==> src/rtl/core/cml_pkg.sv <==
`default_nettype none
package cml_pkg;

    localparam int LATTICE_SIZE_DEF = 10;
    localparam int OUTPUT_CELL_DEF  = 5;

    localparam int PERIOD_W   = 40;
    localparam int RATE_W     = 32;
    localparam int COUPLING_W = 31;
    localparam int VALUE_W    = 32;
    localparam int CFG_IDX_W  = 2;
    localparam int CFG_DATA_W = 40;
    localparam int MUL_W      = 34;
    localparam int PROD_W     = 2 * MUL_W;

    localparam logic [PERIOD_W-1:0]   PERIOD_RST = 40'd65536;
    localparam logic [RATE_W-1:0]     RATE_RST   = 32'd1610612736;
    localparam logic [COUPLING_W-1:0] COUP_RST   = 31'd107374182;
    localparam logic [VALUE_W-1:0]    INIT_RST   = 32'd107374182;
    localparam logic [PERIOD_W-1:0]   ONE_Q16    = 40'd65536;

    typedef logic signed [VALUE_W-1:0] t_value;

    typedef enum logic [CFG_IDX_W-1:0] {
        REG_STEP_PERIOD   = 2'd0,
        REG_GROWTH_RATE   = 2'd1,
        REG_COUPLING      = 2'd2,
        REG_INITIAL_VALUE = 2'd3
    } t_cfg_reg;

    typedef enum logic [3:0] {
        OP_NONE,
        OP_ACCEPT,
        OP_SQ,
        OP_RQ,
        OP_FIN,
        OP_T1,
        OP_T2,
        OP_SUM,
        OP_EMIT
    } t_op;

    // Destination of a finished map value
    typedef enum logic [1:0] {
        FD_LEFT,
        FD_CENTER,
        FD_RIGHT
    } t_fdst;

    typedef struct packed {
        t_op   op;
        logic  restart;
        logic  src_new;
        t_fdst dest;
    } t_cmd;

    typedef struct packed {
        logic adv;
    } t_sts;

    function automatic t_value sat_q(input logic signed [39:0] v);
        t_value r;
        if (v > 40'sd2147483647) begin
            r = 32'sh7fffffff;
        end else if (v < -40'sd2147483648) begin
            r = 32'sh80000000;
        end else begin
            r = v[31:0];
        end
        return r;
    endfunction

endpackage
`default_nettype wire

==> src/rtl/core/cml_if.sv <==
`default_nettype none
interface cml_in_if;
    logic valid;
    logic ready;
    logic restart;

    modport source (output valid, output restart, input ready);
    modport sink   (input valid, input restart, output ready);
endinterface

interface cml_out_if;
    logic                  valid;
    logic                  ready;
    cml_pkg::t_value       sample;

    modport source (output valid, output sample, input ready);
    modport sink   (input valid, input sample, output ready);
endinterface
`default_nettype wire

==> src/rtl/core/cml_ram.sv <==
`default_nettype none
module cml_ram #(
    parameter int WIDTH = 32,
    parameter int DEPTH = 16
) (
    input  wire logic                     i_clk,
    input  wire logic                     i_we,
    input  wire logic [$clog2(DEPTH)-1:0] i_waddr,
    input  wire logic [WIDTH-1:0]         i_wdata,
    input  wire logic [$clog2(DEPTH)-1:0] i_raddr,
    output logic [WIDTH-1:0]              o_rdata
);

    logic [WIDTH-1:0] r_mem [DEPTH];

    always_ff @(posedge i_clk) begin
        if (i_we) begin
            r_mem[i_waddr] <= i_wdata;
        end
        o_rdata <= r_mem[i_raddr];
    end

endmodule
`default_nettype wire

==> src/rtl/core/cml_datapath.sv <==
`default_nettype none
module cml_datapath #(
    parameter int LATTICE_SIZE = cml_pkg::LATTICE_SIZE_DEF,
    parameter int OUTPUT_CELL  = cml_pkg::OUTPUT_CELL_DEF
) (
    input  wire logic                            i_clk,
    input  wire logic                            i_rst_n,
    input  wire logic                            i_cfg_we,
    input  wire logic [cml_pkg::CFG_IDX_W-1:0]   i_cfg_idx,
    input  wire logic [cml_pkg::CFG_DATA_W-1:0]  i_cfg_data,
    input  wire cml_pkg::t_cmd                   i_cmd,
    input  wire logic [$clog2(LATTICE_SIZE)-1:0] i_raddr,
    input  wire logic [$clog2(LATTICE_SIZE)-1:0] i_waddr,
    output cml_pkg::t_sts                        o_sts,
    output cml_pkg::t_value                      o_sample
);

    localparam int IDX_W   = $clog2(LATTICE_SIZE);
    localparam int OUT_IDX = (OUTPUT_CELL < LATTICE_SIZE) ? OUTPUT_CELL : LATTICE_SIZE - 1;
    localparam int MW      = cml_pkg::MUL_W;
    localparam int PW      = cml_pkg::PROD_W;

    logic [cml_pkg::PERIOD_W-1:0]   r_period;
    logic [cml_pkg::RATE_W-1:0]     r_rate;
    logic [cml_pkg::COUPLING_W-1:0] r_coup;
    logic [cml_pkg::VALUE_W-1:0]    r_init;
    logic [cml_pkg::PERIOD_W-1:0]   r_phase;
    logic [LATTICE_SIZE-1:0]        r_valid;
    cml_pkg::t_value                r_fill;
    cml_pkg::t_value                r_mirror;

    logic                           r_rd_valid;
    logic signed [PW-1:0]           r_prod;
    logic signed [33:0]             r_t1;
    cml_pkg::t_value                r_new;
    cml_pkg::t_value                r_fl;
    cml_pkg::t_value                r_fc;
    cml_pkg::t_value                r_fr;
    cml_pkg::t_value                r_sample;

    logic [cml_pkg::VALUE_W-1:0]    w_rdata;
    cml_pkg::t_value                w_y;
    logic signed [MW-1:0]           w_mul_a;
    logic signed [MW-1:0]           w_mul_b;
    logic signed [PW-1:0]           w_prod;
    logic [32:0]                    w_sq;
    logic [35:0]                    w_rq;
    logic signed [39:0]             w_fv;
    cml_pkg::t_value                w_f;
    logic signed [32:0]             w_fs;
    logic signed [33:0]             w_t1;
    logic signed [33:0]             w_t2;
    logic signed [35:0]             w_sum;
    cml_pkg::t_value                w_new;
    logic [cml_pkg::PERIOD_W-1:0]   w_ph0;
    logic                           w_adv;
    logic [cml_pkg::PERIOD_W-1:0]   w_ph_next;

    cml_ram #(
        .WIDTH (cml_pkg::VALUE_W),
        .DEPTH (LATTICE_SIZE)
    ) u_cells (
        .i_clk   (i_clk),
        .i_we    (i_cmd.op == cml_pkg::OP_SUM),
        .i_waddr (i_waddr),
        .i_wdata (w_new),
        .i_raddr (i_raddr),
        .o_rdata (w_rdata)
    );

    // A cell not written since restart holds the fill value
    assign w_y = i_cmd.src_new ? r_new : (r_rd_valid ? cml_pkg::t_value'(w_rdata) : r_fill);

    always_comb begin
        case (i_cmd.op)
            cml_pkg::OP_SQ: begin
                w_mul_a = {{(MW-32){w_y[31]}}, w_y};
                w_mul_b = {{(MW-32){w_y[31]}}, w_y};
            end
            cml_pkg::OP_RQ: begin
                w_mul_a = $signed({{(MW-32){1'b0}}, r_rate});
                w_mul_b = $signed({{(MW-33){1'b0}}, w_sq});
            end
            cml_pkg::OP_T1: begin
                w_mul_a = $signed(34'd1073741824 - {{(MW-31){1'b0}}, r_coup});
                w_mul_b = {{(MW-32){r_fc[31]}}, r_fc};
            end
            cml_pkg::OP_T2: begin
                w_mul_a = $signed({{(MW-31){1'b0}}, r_coup});
                w_mul_b = {{(MW-33){w_fs[32]}}, w_fs};
            end
            default: begin
                w_mul_a = '0;
                w_mul_b = '0;
            end
        endcase
    end

    assign w_prod = w_mul_a * w_mul_b;

    // Round half up, then shift down by 30
    assign w_sq  = r_prod[62:30] + 33'(r_prod[29]);
    assign w_rq  = 36'(r_prod[64:30]) + 36'(r_prod[29]);
    assign w_fv  = 40'sd1073741824 - $signed({4'b0, w_rq});
    assign w_f   = cml_pkg::sat_q(w_fv);

    assign w_fs  = $signed({r_fl[31], r_fl}) + $signed({r_fr[31], r_fr});
    assign w_t1  = $signed(r_prod[63:30]) + $signed({33'b0, r_prod[29]});
    assign w_t2  = $signed(r_prod[64:31]) + $signed({33'b0, r_prod[30]});
    assign w_sum = {{2{r_t1[33]}}, r_t1} + {{2{w_t2[33]}}, w_t2};
    assign w_new = cml_pkg::sat_q({{4{w_sum[35]}}, w_sum});

    assign w_ph0     = i_cmd.restart ? '0 : r_phase;
    assign w_adv     = (w_ph0 >= r_period);
    assign w_ph_next = (w_adv ? (w_ph0 - r_period) : w_ph0) + cml_pkg::ONE_Q16;

    assign o_sts.adv = w_adv;
    assign o_sample  = r_sample;

    always_ff @(posedge i_clk) begin
        if (!i_rst_n) begin
            r_period <= cml_pkg::PERIOD_RST;
            r_rate   <= cml_pkg::RATE_RST;
            r_coup   <= cml_pkg::COUP_RST;
            r_init   <= cml_pkg::INIT_RST;
            r_phase  <= '0;
            r_valid  <= '0;
            r_fill   <= '0;
            r_mirror <= '0;
        end else begin
            if (i_cfg_we) begin
                unique case (cml_pkg::t_cfg_reg'(i_cfg_idx))
                    cml_pkg::REG_STEP_PERIOD:   r_period <= i_cfg_data[39:0];
                    cml_pkg::REG_GROWTH_RATE:   r_rate   <= i_cfg_data[31:0];
                    cml_pkg::REG_COUPLING:      r_coup   <= i_cfg_data[30:0];
                    cml_pkg::REG_INITIAL_VALUE: r_init   <= i_cfg_data[31:0];
                    default: ;
                endcase
            end
            case (i_cmd.op)
                cml_pkg::OP_ACCEPT: begin
                    r_phase <= w_ph_next;
                    if (i_cmd.restart) begin
                        r_valid  <= '0;
                        r_fill   <= cml_pkg::t_value'(r_init);
                        r_mirror <= cml_pkg::t_value'(r_init);
                    end
                end
                cml_pkg::OP_SUM: begin
                    r_valid[i_waddr] <= 1'b1;
                    if (i_waddr == IDX_W'(OUT_IDX)) begin
                        r_mirror <= w_new;
                    end
                end
                default: ;
            endcase
        end
    end

    always_ff @(posedge i_clk) begin
        r_rd_valid <= r_valid[i_raddr];
        case (i_cmd.op) inside
            cml_pkg::OP_SQ, cml_pkg::OP_RQ, cml_pkg::OP_T1: begin
                r_prod <= w_prod;
            end
            cml_pkg::OP_T2: begin
                r_t1   <= w_t1;
                r_prod <= w_prod;
            end
            cml_pkg::OP_FIN: begin
                case (i_cmd.dest)
                    cml_pkg::FD_LEFT:   r_fl <= w_f;
                    cml_pkg::FD_CENTER: r_fc <= w_f;
                    cml_pkg::FD_RIGHT:  r_fr <= w_f;
                    default: ;
                endcase
            end
            cml_pkg::OP_SUM: begin
                r_new <= w_new;
                r_fc  <= r_fr;
            end
            cml_pkg::OP_EMIT: begin
                r_sample <= r_mirror;
            end
            default: ;
        endcase
    end

endmodule
`default_nettype wire

==> src/rtl/core/cml_ctrl.sv <==
`default_nettype none
module cml_ctrl #(
    parameter int LATTICE_SIZE = cml_pkg::LATTICE_SIZE_DEF
) (
    input  wire logic                            i_clk,
    input  wire logic                            i_rst_n,
    input  wire logic                            i_in_valid,
    input  wire logic                            i_in_restart,
    output logic                                 o_in_ready,
    output logic                                 o_out_valid,
    input  wire logic                            i_out_ready,
    input  wire cml_pkg::t_sts                   i_sts,
    output cml_pkg::t_cmd                        o_cmd,
    output logic [$clog2(LATTICE_SIZE)-1:0]      o_raddr,
    output logic [$clog2(LATTICE_SIZE)-1:0]      o_waddr
);

    localparam int IDX_W = $clog2(LATTICE_SIZE);
    localparam logic [IDX_W-1:0] LAST_IDX = IDX_W'(LATTICE_SIZE - 2);

    typedef enum logic [3:0] {
        S_IDLE,
        S_READ,
        S_SQR,
        S_RQ,
        S_FIN,
        S_T1,
        S_T2,
        S_SUM,
        S_DONE
    } t_state;

    t_state             r_state;
    t_state             n_state;
    logic [IDX_W-1:0]   r_idx;
    logic [IDX_W-1:0]   n_idx;
    logic [IDX_W-1:0]   r_addr;
    logic [IDX_W-1:0]   n_addr;
    cml_pkg::t_fdst     r_kind;
    cml_pkg::t_fdst     n_kind;
    logic               r_src_new;
    logic               n_src_new;
    logic               r_out_valid;
    logic               n_out_valid;

    assign o_in_ready  = (r_state == S_IDLE);
    assign o_out_valid = r_out_valid;
    assign o_raddr     = r_addr;
    assign o_waddr     = r_idx;

    always_comb begin
        n_state     = r_state;
        n_idx       = r_idx;
        n_addr      = r_addr;
        n_kind      = r_kind;
        n_src_new   = r_src_new;
        n_out_valid = r_out_valid && !i_out_ready;
        o_cmd.op      = cml_pkg::OP_NONE;
        o_cmd.restart = i_in_restart;
        o_cmd.src_new = r_src_new;
        o_cmd.dest    = r_kind;
        unique case (r_state)
            S_IDLE: begin
                if (i_in_valid) begin
                    o_cmd.op = cml_pkg::OP_ACCEPT;
                    if (i_sts.adv) begin
                        n_addr    = '0;
                        n_kind    = cml_pkg::FD_LEFT;
                        n_src_new = 1'b0;
                        n_state   = S_READ;
                    end else begin
                        n_state = S_DONE;
                    end
                end
            end
            S_READ: n_state = S_SQR;
            S_SQR: begin
                o_cmd.op = cml_pkg::OP_SQ;
                n_state  = S_RQ;
            end
            S_RQ: begin
                o_cmd.op = cml_pkg::OP_RQ;
                n_state  = S_FIN;
            end
            S_FIN: begin
                o_cmd.op = cml_pkg::OP_FIN;
                unique case (r_kind)
                    cml_pkg::FD_LEFT: begin
                        n_src_new = 1'b0;
                        n_kind    = cml_pkg::FD_RIGHT;
                        n_state   = S_READ;
                        if (r_src_new) begin
                            // next cell: its right neighbour comes from memory
                            n_idx  = r_idx + IDX_W'(1);
                            n_addr = r_idx + IDX_W'(2);
                        end else begin
                            n_addr = IDX_W'(1);
                            n_kind = cml_pkg::FD_CENTER;
                        end
                    end
                    cml_pkg::FD_CENTER: begin
                        n_idx   = IDX_W'(1);
                        n_addr  = IDX_W'(2);
                        n_kind  = cml_pkg::FD_RIGHT;
                        n_state = S_READ;
                    end
                    default: n_state = S_T1;
                endcase
            end
            S_T1: begin
                o_cmd.op = cml_pkg::OP_T1;
                n_state  = S_T2;
            end
            S_T2: begin
                o_cmd.op = cml_pkg::OP_T2;
                n_state  = S_SUM;
            end
            S_SUM: begin
                o_cmd.op = cml_pkg::OP_SUM;
                if (r_idx == LAST_IDX) begin
                    n_state = S_DONE;
                end else begin
                    n_kind    = cml_pkg::FD_LEFT;
                    n_src_new = 1'b1;
                    n_state   = S_SQR;
                end
            end
            S_DONE: begin
                // hold until the output register frees up
                if (!r_out_valid || i_out_ready) begin
                    o_cmd.op    = cml_pkg::OP_EMIT;
                    n_out_valid = 1'b1;
                    n_state     = S_IDLE;
                end
            end
            default: n_state = S_IDLE;
        endcase
    end

    always_ff @(posedge i_clk) begin
        if (!i_rst_n) begin
            r_state     <= S_IDLE;
            r_idx       <= '0;
            r_addr      <= '0;
            r_kind      <= cml_pkg::FD_LEFT;
            r_src_new   <= 1'b0;
            r_out_valid <= 1'b0;
        end else begin
            r_state     <= n_state;
            r_idx       <= n_idx;
            r_addr      <= n_addr;
            r_kind      <= n_kind;
            r_src_new   <= n_src_new;
            r_out_valid <= n_out_valid;
        end
    end

endmodule
`default_nettype wire

==> src/rtl/core/coupled_map_lattice_oscillator.sv <==
// Chaotic oscillator built on a coupled lattice of logistic maps.
// i_in carries one item per sample tick (restart flag); o_out returns one
// sample item per tick, the output cell after the tick. Both use valid/ready.
// The config port writes step_period, growth_rate, coupling and
// initial_value by index 0..3; the user must write them only while the
// block is idle, as the block itself does not enforce it. A tick that
// does not advance the lattice skips the update and goes from acceptance
// to the done state, which hands its sample to the output register. For a
// tick that advances it, the single shared 34x34 multiplier runs six
// products per inner cell, in order (two map evaluations and two coupling
// terms), plus one more map evaluation and reads of the left and centre cells from memory for the first inner cell.
// A new item is taken as soon as the previous one has been handed to the
// output register, even if the receiver has not taken that sample yet; if
// the receiver stalls, the next finished item waits until the register is free.
// Reset clears all cells and the phase counter and loads the register
// defaults; no clearing pass is needed. Restart reloads every cell from
// initial_value at acceptance.
`default_nettype none
module coupled_map_lattice_oscillator #(
    parameter int LATTICE_SIZE = cml_pkg::LATTICE_SIZE_DEF,
    parameter int OUTPUT_CELL  = cml_pkg::OUTPUT_CELL_DEF
) (
    input  wire logic                           i_clk,
    input  wire logic                           i_rst_n,
    cml_in_if.sink                              i_in,
    cml_out_if.source                           o_out,
    input  wire logic                           i_cfg_we,
    input  wire logic [cml_pkg::CFG_IDX_W-1:0]  i_cfg_idx,
    input  wire logic [cml_pkg::CFG_DATA_W-1:0] i_cfg_data
);

    localparam int IDX_W = $clog2(LATTICE_SIZE);

    cml_pkg::t_cmd      w_cmd;
    cml_pkg::t_sts      w_sts;
    logic [IDX_W-1:0]   w_raddr;
    logic [IDX_W-1:0]   w_waddr;

    cml_ctrl #(
        .LATTICE_SIZE (LATTICE_SIZE)
    ) u_ctrl (
        .i_clk        (i_clk),
        .i_rst_n      (i_rst_n),
        .i_in_valid   (i_in.valid),
        .i_in_restart (i_in.restart),
        .o_in_ready   (i_in.ready),
        .o_out_valid  (o_out.valid),
        .i_out_ready  (o_out.ready),
        .i_sts        (w_sts),
        .o_cmd        (w_cmd),
        .o_raddr      (w_raddr),
        .o_waddr      (w_waddr)
    );

    cml_datapath #(
        .LATTICE_SIZE (LATTICE_SIZE),
        .OUTPUT_CELL  (OUTPUT_CELL)
    ) u_dp (
        .i_clk      (i_clk),
        .i_rst_n    (i_rst_n),
        .i_cfg_we   (i_cfg_we),
        .i_cfg_idx  (i_cfg_idx),
        .i_cfg_data (i_cfg_data),
        .i_cmd      (w_cmd),
        .i_raddr    (w_raddr),
        .i_waddr    (w_waddr),
        .o_sts      (w_sts),
        .o_sample   (o_out.sample)
    );

endmodule
`default_nettype wire

==> src/flat_wrapper.sv <==
// flat-port wrapper written by rule: the top's interface ports become plain ports
module coupled_map_lattice_oscillator_flat 
#(
    parameter int LATTICE_SIZE = cml_pkg::LATTICE_SIZE_DEF,
    parameter int OUTPUT_CELL  = cml_pkg::OUTPUT_CELL_DEF
)
  (i_clk, i_rst_n, i_cfg_we, i_cfg_idx, i_cfg_data, i_in_valid, i_in_restart, i_in_ready, o_out_valid, o_out_sample, o_out_ready);
  cml_in_if i_in_i ();
  cml_out_if o_out_i ();
  input  wire logic i_clk;
  input  wire logic i_rst_n;
  input  wire logic i_cfg_we;
  input  wire logic [cml_pkg::CFG_IDX_W-1:0] i_cfg_idx;
  input  wire logic [cml_pkg::CFG_DATA_W-1:0] i_cfg_data;
  input wire logic [$bits(i_in_i.valid)-1:0] i_in_valid;
  input wire logic [$bits(i_in_i.restart)-1:0] i_in_restart;
  output wire logic [$bits(i_in_i.ready)-1:0] i_in_ready;
  output wire logic [$bits(o_out_i.valid)-1:0] o_out_valid;
  output wire logic [$bits(o_out_i.sample)-1:0] o_out_sample;
  input wire logic [$bits(o_out_i.ready)-1:0] o_out_ready;
  assign i_in_i.valid = i_in_valid;
  assign i_in_i.restart = i_in_restart;
  assign i_in_ready = i_in_i.ready;
  assign o_out_valid = o_out_i.valid;
  assign o_out_sample = o_out_i.sample;
  assign o_out_i.ready = o_out_ready;
  coupled_map_lattice_oscillator #(.LATTICE_SIZE(LATTICE_SIZE), .OUTPUT_CELL(OUTPUT_CELL)) u_core (.i_clk(i_clk), .i_rst_n(i_rst_n), .i_in(i_in_i), .o_out(o_out_i), .i_cfg_we(i_cfg_we), .i_cfg_idx(i_cfg_idx), .i_cfg_data(i_cfg_data));
endmodule
==> config.mk <==
export PLATFORM = sky130hd
export DESIGN_NAME = coupled_map_lattice_oscillator_flat
export DESIGN_NICKNAME = d
export VERILOG_FILES = /design/src/rtl/core/cml_pkg.sv /design/src/rtl/core/cml_if.sv /design/src/rtl/core/cml_ram.sv /design/src/rtl/core/cml_datapath.sv /design/src/rtl/core/cml_ctrl.sv /design/src/rtl/core/coupled_map_lattice_oscillator.sv /design/src/flat_wrapper.sv
export SDC_FILE = /design/constraint.sdc
export NUM_CORES = 2
export LEC_CHECK = 0
export CAP_MARGIN = 10
export CORE_MARGIN = 3
export CORE_UTILIZATION = 35
export DETAILED_ROUTE_END_ITERATION = 6
export DONT_BUFFER_PORTS = 1
export GPL_ROUTABILITY_DRIVEN = 0
export PLACE_DENSITY = 0.46
export SLEW_MARGIN = 40
export SYNTH_ARGS = -nofsm -noshare
export SYNTH_HDL_FRONTEND = slang
export SYNTH_SLANG_ARGS = --single-unit
==> constraint.sdc <==
create_clock -name i_clk -period 14.7 [get_ports i_clk]
set_input_delay 0.735 -clock i_clk [delete_from_list [all_inputs] [get_ports i_clk]]
set_output_delay 0.735 -clock i_clk [all_outputs]
set_load 0.02 [all_outputs]
==> impl_metrics.json <==
{
  "status": "complete, no violations",
  "vias": 60900,
  "syn_area_per_cell_um2": 9.66,
  "grt_start_max_net_pins": 82,
  "endpoint_kind": "flip-flop",
  "grt_use_total_pct": 24.8,
  "setup_viol": 0,
  "leakage_uw": 0.0374,
  "crit_path_max_fanout": 32,
  "cts_max_path_buffers": 3,
  "synth_top_cells_by_area": "fa_1, edfxtp_1, dfxtp_1",
  "ys.flop_type": "edfxtp_1",
  "ctsHoldBuffers": 0,
  "nets": 9902,
  "yosysUniqueCellTypes": 93,
  "yosysMostFrequentCell": "nand2_1",
  "numPortBuffers": 0,
  "synth_top_area_cell": "fa_1",
  "drv_slew": 0,
  "cp.arrival_ns": 13.38,
  "rows": 176,
  "antenna_found_initial": 15,
  "hold_path_class": "in2reg",
  "slowest_delay_ns": 1.06,
  "drt_iter0_markers": 5423,
  "cts_buffers": 93,
  "syn-cell-area_um2": 81100,
  "postCtsSetupRepairBufs": 0,
  "die_w_um": 488,
  "post_cts_resized": 0,
  "wl_per_cell_um": 25.8,
  "async_reset_ff_share_pct": 0,
  "synthCells": 8400,
  "fin_setup_tns_ns": 0,
  "dieHeight_um": 488,
  "detailroute.wirelength.met2_mm": 131,
  "ys_warn_count": 0,
  "netlist.area_leader.share_pct": 29.3,
  "dpl.hpwl_mm": 227,
  "stdcell_count": 11400,
  "final.setup.worst_slack_ns": 1.75,
  "routed_wl_mm": 294,
  "met3WireLength_mm": 19.8,
  "io_pins": 82,
  "finClkSkew_ns": 0.0580,
  "clk_pin_slew_ns": 0.06,
  "cp.required_ns": 15.13,
  "ant_nets": 0,
  "dp_slack_ns": 1.89,
  "grt_pass1_vias": 62500,
  "synth.yosys.seq_area_share_pct": 27.7,
  "critPathSlowestCell": "fa_1",
  "slew_headroom_pct": 28.5,
  "htree_levels": 3,
  "cap_violations": 0,
  "post-route-period-util_pct": 88.1,
  "drc": 0,
  "drtPass1Iterations": 6,
  "final_hold_viol_count": 0,
  "synth_nets": 10000,
  "cts_num_sinks": 848,
  "synth_common_cells": "nand2_1, inv_1, fa_1",
  "synth-seq-cells": 848,
  "clock_latency_ns": 0.74,
  "area_delta_synth_final_pct": 9.32,
  "overflow": 0,
  "path_class": "reg2reg",
  "initial_core_util_pct": 35.2,
  "power_density_nw_per_um2": 81.7,
  "max_slew.worst_pin.slew_ns": 1.07,
  "rsz0062_at_grt": "false",
  "fmax_mhz": 77.2,
  "synth_edf_count": 550,
  "die_area_um2": 238000,
  "worstSetupStartpointType": "flip-flop",
  "path_common_cell": "fa_1",
  "place_inst": 11200,
  "met1_length_mm": 135,
  "cts_tree": "built",
  "grt_pass1_wl_mm": 434,
  "vias_per_cell": 5.34,
  "top_layer_used": "met5",
  "fin_crit_ns": 12.95,
  "core_um2": 230000,
  "ir_worst_vdd_mv": 0.110,
  "root_buffer": "clkbuf_16",
  "drive_above_1_share_pct": 6.25
}
worst max-delay path, delay by kind of cell (launching register included):
kind | cells | cell delay (ns)
buffers and inverters | 6 | 1.22
adder cells (fa/ha/maj) | 9 | 5.33
AND/OR/NAND/NOR | 10 | 3.64
AO/OA/AOI/OAI | 9 | 1.97
flip-flops | 1 | 0.35
XOR/XNOR | 1 | 0.10
report_power, final:
group          internal [uW]  switching, uW  leakage [uW]  total [uW]
clock                   1440           1060       0.00156        2500
sequential              2680            121       0.00737        2800
combinational            666           1290        0.0284        1950
state kept, by name (all words and copies together), names as in the netlist, 2 cells and up:
register,count
u_core.u_dp.o_sample,32
u_core.u_dp.r_init,32
u_core.u_ctrl.o_waddr,4
u_core.u_dp.r_rate,32
u_core.u_dp.r_fill,32
u_core.u_dp.r_valid,10
u_core.u_ctrl.o_raddr,4
u_core.u_dp.r_coup,31
u_core.u_ctrl.r_state,4
u_core.u_dp.r_fr,32
u_core.u_ctrl.r_kind,2
u_core.u_dp.r_period,40
u_core.u_dp.u_cells.o_rdata,32
u_core.u_dp.r_new,32
u_core.u_dp.r_fc,32
u_core.u_dp.r_phase,40
u_core.u_dp.r_fl,32
u_core.u_dp.r_t1,34
u_core.u_dp.r_mirror,32
u_core.u_dp.r_prod,36
u_core.u_dp.u_cells.r_mem,320
path summary, 6_finish.rpt:
kind	start	to	slack, ns	depth (start not counted)
max	u_core.u_dp.r_coup[0]$_SDFFE_PN0P_	u_core.u_dp.r_prod[64]$_DFFE_PN_	1.75	35
min	i_cfg_data[2]	u_core.u_dp.r_init[2]$_SDFFE_PN1P_	0.14	2
max reg2reg	u_core.u_dp.r_coup[0]$_SDFFE_PN0P_	u_core.u_dp.r_prod[64]$_DFFE_PN_	1.75	35
min reg2reg	u_core.u_dp.r_mirror[17]$_SDFFE_PN0P_	u_core.u_dp.o_sample[17]$_DFFE_PP_	0.44	0
metrics by stage:
stage	area, um^2	util, %	hold WS, ns	total power [uW]
after global routing	88700	38.5	0.111	7590
after floorplan	81100	-	0.408	4160
after global placement	85200	37.0	0.429	4750
after detailed placement	85400	37.1	0.431	4770
after CTS	88700	38.5	0.0592	7290
final	88700	38.5	0.137	7250
cell type report:
type	count	area [um^2]
Fill cell	23000	142000
Multi-Input combinational cell	5784	52500
Sequential cell	848	22500
Inverter	1369	5140
Tap cell	3026	3790
Clock buffer	132	2590
Timing Repair Buffer	190	1530
Clock inverter	43	659
Antenna cell	5	12.5
kinds of logic after synthesis:
group,count (synthesis),share of synthesized area [%]
AND/OR/NAND/NOR,2648,14.1
buffers and inverters,1768,8.20
adder cells (fa/ha/maj),1568,35.2
AO/OA/AOI/OAI,1170,9.25
flip-flops,848,27.7
XOR/XNOR,244,2.63
multiplexers,154,2.93
per-layer routing:
layer	track usage, %	vias to the layer above
li1	-	26800
met1	36.2	31700
met2	38.2	2039
met3	4.22	352
met4	6.29	4
met5	0	-
layout by cell type, fill, tap and decap left out, types with 101 or more instances in the layout:
| cell | synthesis | layout |
|---|---|---|
| and2_1 | 109 | 109 |
| a21oi_1 | 383 | 375 |
| inv_1 | 1368 | 1363 |
| nor2_1 | 514 | 503 |
| nand3_1 | 118 | 118 |
| xnor2_1 | 171 | 169 |
| a21o_1 | 102 | 101 |
| ha_1 | 379 | 379 |
| buf_4 | 0 | 182 |
| fa_1 | 1189 | 1189 |
| dfxtp_1 | 298 | 292 |
| edfxtp_1 | 550 | 550 |
| o21ai_0 | 231 | 228 |
| nand2_1 | 1491 | 1486 |
No activity file was read; power rests on OpenSTA's default activity.
